--- config.mk ---
export PLATFORM = sky130hd
export DESIGN_NAME = ascii85_stream_decoder
export DESIGN_NICKNAME = d
export VERILOG_FILES = /design/src/hdl/a85_pkg.sv /design/src/hdl/a85_front.sv /design/src/hdl/a85_queue.sv /design/src/hdl/a85_back.sv /design/src/hdl/ascii85_stream_decoder.sv
export SDC_FILE = /design/constraint.sdc
export NUM_CORES = 1
export LEC_CHECK = 0
export ABC_AREA = 1
export BUFFER_PORTS_ARGS = -buffer_cell sky130_fd_sc_hd__buf_2
export CAP_MARGIN = 25
export CORE_MARGIN = 3
export CORE_UTILIZATION = 52
export DETAILED_ROUTE_END_ITERATION = 10
export PLACE_DENSITY = 0.66
export SYNTH_ARGS = -nofsm -noshare
export SYNTH_HDL_FRONTEND = slang
export SYNTH_HIERARCHICAL = 1
export SYNTH_SLANG_ARGS = --single-unit
--- constraint.sdc ---
create_clock -name aclk -period 13.4 [get_ports aclk]
set_clock_uncertainty 0.15 [all_clocks]
set_input_delay 0.67 -clock aclk [delete_from_list [all_inputs] [get_ports aclk]]
set_output_delay 0.67 -clock aclk [all_outputs]
set_load 0.01 [all_outputs]
--- src/hdl/a85_pkg.sv ---
package a85_pkg;

    localparam int A85_QUEUE_DEPTH = 4;

    localparam logic [1:0] A85_KIND_BYTE   = 2'd0;
    localparam logic [1:0] A85_KIND_ACCEPT = 2'd1;
    localparam logic [1:0] A85_KIND_REJECT = 2'd2;

    localparam logic [7:0] A85_CHAR_FIRST = 8'h21;  // '!'
    localparam logic [7:0] A85_CHAR_LAST  = 8'h75;  // 'u'
    localparam logic [7:0] A85_CHAR_Z     = 8'h7A;  // 'z'

    localparam logic [31:0] A85_BASE = 32'd85;

    localparam logic [2:0] A85_GROUP_LAST = 3'd4;

    // Work handed from the front to the back: bytes to send from word,
    // most significant first, then optionally an end-of-string marker.
    typedef struct packed {
        logic [31:0] word;
        logic [2:0]  nbytes;
        logic        marker;
        logic        reject;
    } a85_job_t;

    // Padding a group of n digits with 84s equals v*85^(5-n) + 85^(5-n) - 1.
    function automatic logic [31:0] a85_pad_factor(input logic [2:0] count);
        logic [31:0] f;
        begin
            case (count)
                3'd2:    f = 32'd614125;
                3'd3:    f = 32'd7225;
                3'd4:    f = 32'd85;
                default: f = 32'd1;
            endcase
            return f;
        end
    endfunction

endpackage

--- src/hdl/a85_front.sv ---
module a85_front
    import a85_pkg::*;
(
    input  logic        aclk,
    input  logic        aresetn,
    input  logic        s_valid,
    output logic        s_ready,
    input  logic        s_action,
    input  logic [7:0]  s_char_code,
    output logic        push_valid,
    output a85_job_t    push_job,
    input  logic        push_ready
);

    logic [31:0] group_value_reg, group_value_next;
    logic [2:0]  digit_count_reg, digit_count_next;
    logic        rejected_reg, rejected_next;

    logic        accept;
    logic        is_space, is_digit, is_z;
    logic [6:0]  digit;
    logic [7:0]  char_off;
    logic [31:0] factor, addend, mac;

    assign s_ready = push_ready;
    assign accept  = s_valid && s_ready;

    always_comb begin
        is_space = s_char_code inside {8'h20, 8'h09, 8'h0A, 8'h0B, 8'h0C, 8'h0D};
        is_digit = s_char_code inside {[A85_CHAR_FIRST:A85_CHAR_LAST]};
        is_z     = (s_char_code == A85_CHAR_Z);
        char_off = s_char_code - A85_CHAR_FIRST;
        digit    = char_off[6:0];
    end

    // one shared multiply-add: a digit step or the whole end-of-string padding
    always_comb begin
        if (s_action) begin
            factor = a85_pad_factor(digit_count_reg);
            addend = factor - 32'd1;
        end else begin
            factor = A85_BASE;
            addend = {25'd0, digit};
        end
        mac = group_value_reg * factor + addend;
    end

    always_comb begin
        group_value_next = group_value_reg;
        digit_count_next = digit_count_reg;
        rejected_next    = rejected_reg;
        push_valid       = 1'b0;
        push_job         = '0;
        if (accept) begin
            if (s_action) begin
                push_valid       = 1'b1;
                push_job.marker  = 1'b1;
                if (rejected_reg || digit_count_reg == 3'd1) begin
                    push_job.reject = 1'b1;
                end else if (digit_count_reg > 3'd1) begin
                    push_job.word   = mac;
                    push_job.nbytes = digit_count_reg - 3'd1;
                end
                group_value_next = '0;
                digit_count_next = '0;
                rejected_next    = 1'b0;
            end else if (!rejected_reg && !is_space) begin
                if (is_z && digit_count_reg == 3'd0) begin
                    push_valid      = 1'b1;
                    push_job.nbytes = 3'd4;
                end else if (!is_digit) begin
                    rejected_next = 1'b1;
                end else if (digit_count_reg == A85_GROUP_LAST) begin
                    push_valid       = 1'b1;
                    push_job.word    = mac;
                    push_job.nbytes  = 3'd4;
                    group_value_next = '0;
                    digit_count_next = '0;
                end else begin
                    group_value_next = mac;
                    digit_count_next = digit_count_reg + 3'd1;
                end
            end
        end
    end

    always_ff @(posedge aclk) begin
        if (!aresetn) begin
            group_value_reg <= '0;
            digit_count_reg <= '0;
            rejected_reg    <= 1'b0;
        end else begin
            group_value_reg <= group_value_next;
            digit_count_reg <= digit_count_next;
            rejected_reg    <= rejected_next;
        end
    end

`ifndef ASSERT_OFF
    a_flush_clears: assert property (@(posedge aclk) disable iff (!aresetn)
        (accept && s_action) |=> (digit_count_reg == 3'd0 && !rejected_reg
                                  && group_value_reg == 32'd0))
        else $error("state not cleared after end of string");
    a_push_needs_request: assert property (@(posedge aclk) disable iff (!aresetn)
        push_valid |-> (accept && (s_action || !rejected_reg)))
        else $error("job pushed without an accepted request");
    a_group_bound: assert property (@(posedge aclk) disable iff (!aresetn)
        (accept && !s_action && digit_count_reg == A85_GROUP_LAST && is_digit
         && !rejected_reg) |-> (push_valid && push_job.nbytes == 3'd4))
        else $error("full group did not emit four bytes");
`endif

endmodule

--- src/hdl/a85_queue.sv ---
module a85_queue
    import a85_pkg::*;
#(
    parameter int DEPTH = A85_QUEUE_DEPTH
) (
    input  logic     aclk,
    input  logic     aresetn,
    input  logic     push_valid,
    output logic     push_ready,
    input  a85_job_t push_job,
    output logic     pop_valid,
    input  logic     pop_ready,
    output a85_job_t pop_job
);

    localparam int PTR_W = (DEPTH > 1) ? $clog2(DEPTH) : 1;
    localparam int CNT_W = $clog2(DEPTH + 1);
    localparam logic [PTR_W-1:0] PTR_LAST = PTR_W'(DEPTH - 1);
    localparam logic [CNT_W-1:0] CNT_FULL = CNT_W'(DEPTH);

    a85_job_t         entries_reg [DEPTH];
    logic [PTR_W-1:0] wr_ptr_reg, wr_ptr_next;
    logic [PTR_W-1:0] rd_ptr_reg, rd_ptr_next;
    logic [CNT_W-1:0] count_reg, count_next;
    logic             do_push, do_pop;

    assign push_ready = (count_reg != CNT_FULL);
    assign pop_valid  = (count_reg != '0);
    assign pop_job    = entries_reg[rd_ptr_reg];
    assign do_push    = push_valid && push_ready;
    assign do_pop     = pop_valid && pop_ready;

    always_comb begin
        wr_ptr_next = wr_ptr_reg;
        rd_ptr_next = rd_ptr_reg;
        count_next  = count_reg;
        if (do_push) begin
            wr_ptr_next = (wr_ptr_reg == PTR_LAST) ? '0 : wr_ptr_reg + 1'b1;
        end
        if (do_pop) begin
            rd_ptr_next = (rd_ptr_reg == PTR_LAST) ? '0 : rd_ptr_reg + 1'b1;
        end
        if (do_push && !do_pop) begin
            count_next = count_reg + 1'b1;
        end else if (do_pop && !do_push) begin
            count_next = count_reg - 1'b1;
        end
    end

    always_ff @(posedge aclk) begin
        if (!aresetn) begin
            wr_ptr_reg <= '0;
            rd_ptr_reg <= '0;
            count_reg  <= '0;
        end else begin
            wr_ptr_reg <= wr_ptr_next;
            rd_ptr_reg <= rd_ptr_next;
            count_reg  <= count_next;
        end
    end

    always_ff @(posedge aclk) begin
        if (do_push) begin
            entries_reg[wr_ptr_reg] <= push_job;
        end
    end

endmodule

--- src/hdl/a85_back.sv ---
module a85_back
    import a85_pkg::*;
(
    input  logic       aclk,
    input  logic       aresetn,
    input  logic       pop_valid,
    output logic       pop_ready,
    input  a85_job_t   pop_job,
    output logic       m_valid,
    input  logic       m_ready,
    output logic [7:0] m_data_byte,
    output logic [1:0] m_kind,
    output logic       m_last_in_run
);

    logic        job_valid_reg, job_valid_next;
    logic [31:0] job_word_reg, job_word_next;
    logic [2:0]  job_left_reg, job_left_next;
    logic        job_marker_reg, job_marker_next;
    logic        job_reject_reg, job_reject_next;

    logic        m_valid_reg, m_valid_next;
    logic [7:0]  m_data_byte_reg, m_data_byte_next;
    logic [1:0]  m_kind_reg, m_kind_next;
    logic        m_last_reg, m_last_next;

    logic out_free, job_take, job_done, emit_byte, res_last;

    assign out_free  = !m_valid_reg || m_ready;
    assign job_take  = out_free && job_valid_reg;
    assign emit_byte = (job_left_reg != 3'd0);
    assign res_last  = emit_byte ? (job_left_reg == 3'd1 && !job_marker_reg) : 1'b1;
    assign job_done  = job_take && res_last;
    assign pop_ready = !job_valid_reg || job_done;

    always_comb begin
        job_valid_next  = job_valid_reg;
        job_word_next   = job_word_reg;
        job_left_next   = job_left_reg;
        job_marker_next = job_marker_reg;
        job_reject_next = job_reject_reg;
        if (pop_valid && pop_ready) begin
            job_valid_next  = 1'b1;
            job_word_next   = pop_job.word;
            job_left_next   = pop_job.nbytes;
            job_marker_next = pop_job.marker;
            job_reject_next = pop_job.reject;
        end else if (job_done) begin
            job_valid_next = 1'b0;
        end else if (job_take) begin
            job_word_next = {job_word_reg[23:0], 8'd0};
            job_left_next = job_left_reg - 3'd1;
        end
    end

    always_comb begin
        m_valid_next     = m_valid_reg;
        m_data_byte_next = m_data_byte_reg;
        m_kind_next      = m_kind_reg;
        m_last_next      = m_last_reg;
        if (out_free) begin
            m_valid_next     = job_valid_reg;
            m_data_byte_next = emit_byte ? job_word_reg[31:24] : 8'd0;
            m_last_next      = res_last;
            if (emit_byte) begin
                m_kind_next = A85_KIND_BYTE;
            end else if (job_reject_reg) begin
                m_kind_next = A85_KIND_REJECT;
            end else begin
                m_kind_next = A85_KIND_ACCEPT;
            end
        end
    end

    always_ff @(posedge aclk) begin
        if (!aresetn) begin
            job_valid_reg <= 1'b0;
            m_valid_reg   <= 1'b0;
        end else begin
            job_valid_reg <= job_valid_next;
            m_valid_reg   <= m_valid_next;
        end
    end

    always_ff @(posedge aclk) begin
        job_word_reg    <= job_word_next;
        job_left_reg    <= job_left_next;
        job_marker_reg  <= job_marker_next;
        job_reject_reg  <= job_reject_next;
        m_data_byte_reg <= m_data_byte_next;
        m_kind_reg      <= m_kind_next;
        m_last_reg      <= m_last_next;
    end

    assign m_valid       = m_valid_reg;
    assign m_data_byte   = m_data_byte_reg;
    assign m_kind        = m_kind_reg;
    assign m_last_in_run = m_last_reg;

`ifndef ASSERT_OFF
    a_marker_is_last: assert property (@(posedge aclk) disable iff (!aresetn)
        (m_valid && m_kind != A85_KIND_BYTE) |-> (m_last_in_run && m_data_byte == 8'd0))
        else $error("end-of-string marker not last of its run");
    a_run_continues: assert property (@(posedge aclk) disable iff (!aresetn)
        (m_valid && m_ready && !m_last_in_run) |=> m_valid)
        else $error("run broken before its last result");
    a_idle_job_no_out: assert property (@(posedge aclk) disable iff (!aresetn)
        (!job_valid_reg && m_valid && m_ready) |=> !m_valid)
        else $error("result produced without a job");
`endif

endmodule

--- src/hdl/ascii85_stream_decoder.sv ---
// Path: a request's results pass through the queue, the back end's job register, then the output register.
// Throughput: one request per cycle while the queue has room; the back end sends one
//   result per cycle while m_ready is high, a group or 'z' giving four results and a
//   flush up to four; the queue absorbs bursts, but a run of 'z' is held to that rate.
// Each request uses one constant multiply-add in the front end, the design's only multiplier.
// Reset: aresetn synchronous, active low; clears decoder state, queue and output valid.
module ascii85_stream_decoder
    import a85_pkg::*;
#(
    parameter int QUEUE_DEPTH = A85_QUEUE_DEPTH
) (
    input  logic       aclk,
    input  logic       aresetn,
    input  logic       s_valid,
    output logic       s_ready,
    input  logic       s_action,
    input  logic [7:0] s_char_code,
    output logic       m_valid,
    input  logic       m_ready,
    output logic [7:0] m_data_byte,
    output logic [1:0] m_kind,
    output logic       m_last_in_run
);

    logic     push_valid, push_ready, pop_valid, pop_ready;
    a85_job_t push_job, pop_job;

    a85_front u_front (
        .aclk        (aclk),
        .aresetn     (aresetn),
        .s_valid     (s_valid),
        .s_ready     (s_ready),
        .s_action    (s_action),
        .s_char_code (s_char_code),
        .push_valid  (push_valid),
        .push_job    (push_job),
        .push_ready  (push_ready)
    );

    a85_queue #(
        .DEPTH (QUEUE_DEPTH)
    ) u_queue (
        .aclk       (aclk),
        .aresetn    (aresetn),
        .push_valid (push_valid),
        .push_ready (push_ready),
        .push_job   (push_job),
        .pop_valid  (pop_valid),
        .pop_ready  (pop_ready),
        .pop_job    (pop_job)
    );

    a85_back u_back (
        .aclk          (aclk),
        .aresetn       (aresetn),
        .pop_valid     (pop_valid),
        .pop_ready     (pop_ready),
        .pop_job       (pop_job),
        .m_valid       (m_valid),
        .m_ready       (m_ready),
        .m_data_byte   (m_data_byte),
        .m_kind        (m_kind),
        .m_last_in_run (m_last_in_run)
    );

endmodule

==> results_dict.tcl <==
set metrics [dict create \
    status "finished, final reports clean" \
    postCtsSetupRepairBufs 0 \
    cp_common_cell "inv_1" \
    end_kind "register" \
    ys.flop_type "edfxtp_1" \
    p_clk_frac 0.266 \
    routedWlPerCell_um 19.1 \
    globalplace.congestion 0.960 \
    final-hold-violation-count 0 \
    dieArea_mm2 0.0447 \
    max_freq_ghz 0.112 \
    path_clk_slew_ns 0.06 \
    port_buffers 25 \
    crit_path_max_fanout 26 \
    critPathKind "reg -> reg" \
    numCtsBuffers 26 \
    io_pins 26 \
    initial_core_util 0.532 \
    p_per_area_mw_per_mm2 107 \
    yosys_register_bits 243 \
    p_total_mw 2.50 \
    clk_latency_ns 0.52 \
    final_cell_mix "524 x inv_1, 292 x nor2_1, 289 x nand2_1, 238 x fa_1, 223 x ha_1" \
    p_switching_mw 0.888 \
    postSynthCellCount 2345 \
    die_width_um 211 \
    worstPathRequired_ns 13.57 \
    drt_wl_total_um 55500 \
    worst_hold_slack_ns 0.329 \
    fin_ws_ns 4.48 \
    fin_util 0.565 \
    cts-htree-levels 1 \
    min_period_ns 8.92 \
    worst_pin_slew_ns 0.814 \
    antenna_cells 0 \
    min_path_type "reg -> reg" \
    drive_gt1_frac 0.0546 \
    cts_resized 0 \
    grt_pass1_vias 16017 \
    slew_headroom 0.455 \
    grt-ovfl-total 0 \
    root_buffer "clkbuf_16" \
    fin_nets 2833 \
    synth_nets 2819 \
    synth_area_per_cell_um2 9.35 \
    slowest_stage "nor2_1" \
    synth_edf_count 196 \
    period_share 0.666 \
    clk_path_buf_depth 3 \
    synthArstFlopShare 0 \
    antenna_found_initial 0 \
    slew_viol_final 0 \
    grt_max_degree 76 \
    max_stage_delay_ns 0.53 \
    drv_cap 0 \
    ctsHoldBuffers 0 \
    synth_cell_types 54 \
    drcViolationCount 0 \
    seqPwrFrac 0.416 \
    fillers 3627 \
    largest_register_ffs 148 \
    tritoncts "yes" \
    p_int_mw 1.61 \
    die_h_um 211 \
    critPathArrivalTime_ns 9.09 \
    vdd_drop_max_mv 0.127 \
    rows 74 \
    mostFrequentLayoutCell "inv_1" \
    grt_util_all_layers 0.252 \
    avgViaCountPerCell 5.35 \
    place_ws_ns 4.60 \
    dp_hpwl_um 43500 \
    start_kind "register" \
    swShare 0.355 \
    postRouteAntennaNets 0 \
    drtIter0Drc 1108 \
    yosysSeqAreaShare 0.311 \
    tns_ns 0 \
    core_mm2 0.0412 \
    vias 15578 \
    grt_pass1_wl_um 87400 \
    pwr-share-comb 0.318 \
    synth-warning-count 6 \
    rsz0062_at_grt "false" \
    synth_area_mm2 0.0219 \
    setup_viol 0 \
    syn_to_final_growth_pct 6.19 \
    clock-sinks 243 \
    first_pass_iters 5 \
    p_leak_nw 11.5 \
]
[logic make-up after synthesis]
group / after synthesis / synth area share
compound gates: 267 / 0.0687
xor+xnor: 60 / 0.0240
fa+ha+maj: 461 / 0.345
buf+inv: 589 / 0.109
flops: 243 / 0.311
simple gates: 725 / 0.142
[power groups by stage]
stage                     sequential (mW)  clock [mW]  combinational, mW
after floorplan                      1.06           0              0.599
after global placement               1.05           0              0.779
after detailed placement             1.06           0              0.797
after CTS                            1.04       0.678              0.801
after global routing                 1.05       0.703              0.891
final                                1.04       0.664              0.795
[per-stage QoR]
stage                     cells  area [µm²]
final                      2911       23300
after global routing       2911       23300
after CTS                  2911       23300
after detailed placement   2863       22500
after global placement     2863       22500
after floorplan            2345       21900
[layout make-up]
| type | instances | area (µm²) | area share |
|---|---|---|---|
| clock buffer | 36 | 729 | 0.0313 |
| sequential | 243 | 6830 | 0.293 |
| multi-input combinational | 1513 | 12700 | 0.547 |
| clock inverter | 12 | 70.1 | 0.00301 |
| tap | 532 | 666 | 0.0286 |
| timing repair buffer | 41 | 245 | 0.0105 |
| inverter | 534 | 2000 | 0.0861 |
[worst paths after layout]
check / startpoint / end / depth (start not counted) / slack [ns]
setup / recovery: u_front/digit_count_reg[0] / u_queue/entries_reg[2][28] / 30 / 4.48
hold / removal: u_front/group_value_reg[30] / u_front/group_value_reg[30] / 2 / 0.33
setup reg to reg: u_front/digit_count_reg[0] / u_queue/entries_reg[2][28] / 30 / 4.48
hold reg to reg: u_front/group_value_reg[30] / u_front/group_value_reg[30] / 2 / 0.33
[synth_stat cells (2+ instances only)]
cell type,count,area (µm²)
buf_12,2,40.0
o21bai_1,7,52.6
nand4_1,14,87.6
o211ai_1,2,15.0
nand2_2,7,43.8
a31oi_1,3,18.8
buf_4,6,45.0
nor2_1,296,1110
a22oi_1,4,30.0
or2_2,2,12.5
nand3_2,11,110
buf_2,14,70.1
nand3_1,69,345
a21oi_2,2,17.5
inv_1,524,1970
nor3_1,10,50.1
a21o_1,15,113
dfxtp_1,47,941
nor2_2,6,37.5
inv_2,8,30.0
nand2_4,2,22.5
nor4_1,2,12.5
nand2_1,289,1080
clkbuf_1,15,56.3
nand3_4,4,70.1
clkinv_1,2,7.51
o21ai_1,31,155
xnor2_1,15,131
fa_1,238,4760
xor2_1,45,394
o21ai_0,76,380
buf_6,14,158
edfxtp_1,196,5890
ha_1,223,2790
nand3b_1,8,60.1
o22ai_1,40,250
o21a_1,2,15.0
buf_1,3,11.3
a21oi_1,76,380
[routing by layer]
layer,share of wire,global-route usage,up-vias,wire (µm)
met5,0,0,-,0
met4,0.031,0.0737,0,1700
met3,0.057,0.0292,84,3160
met2,0.48,0.431,469,26900
met1,0.43,0.342,7604,23800
li1,-,-,7421,-
[critical path, delay by kind of cell, from the launching register on]
kind / cells / cell delay (ns)
buffers and inverters: 10 / 0.73
and+or+nand+nor: 9 / 2.48
adders and majority gates: 10 / 4.74
DFF: 1 / 0.35
xor gates and xnor gates: 1 / 0.23
Power figures use the tool's default switching activity.
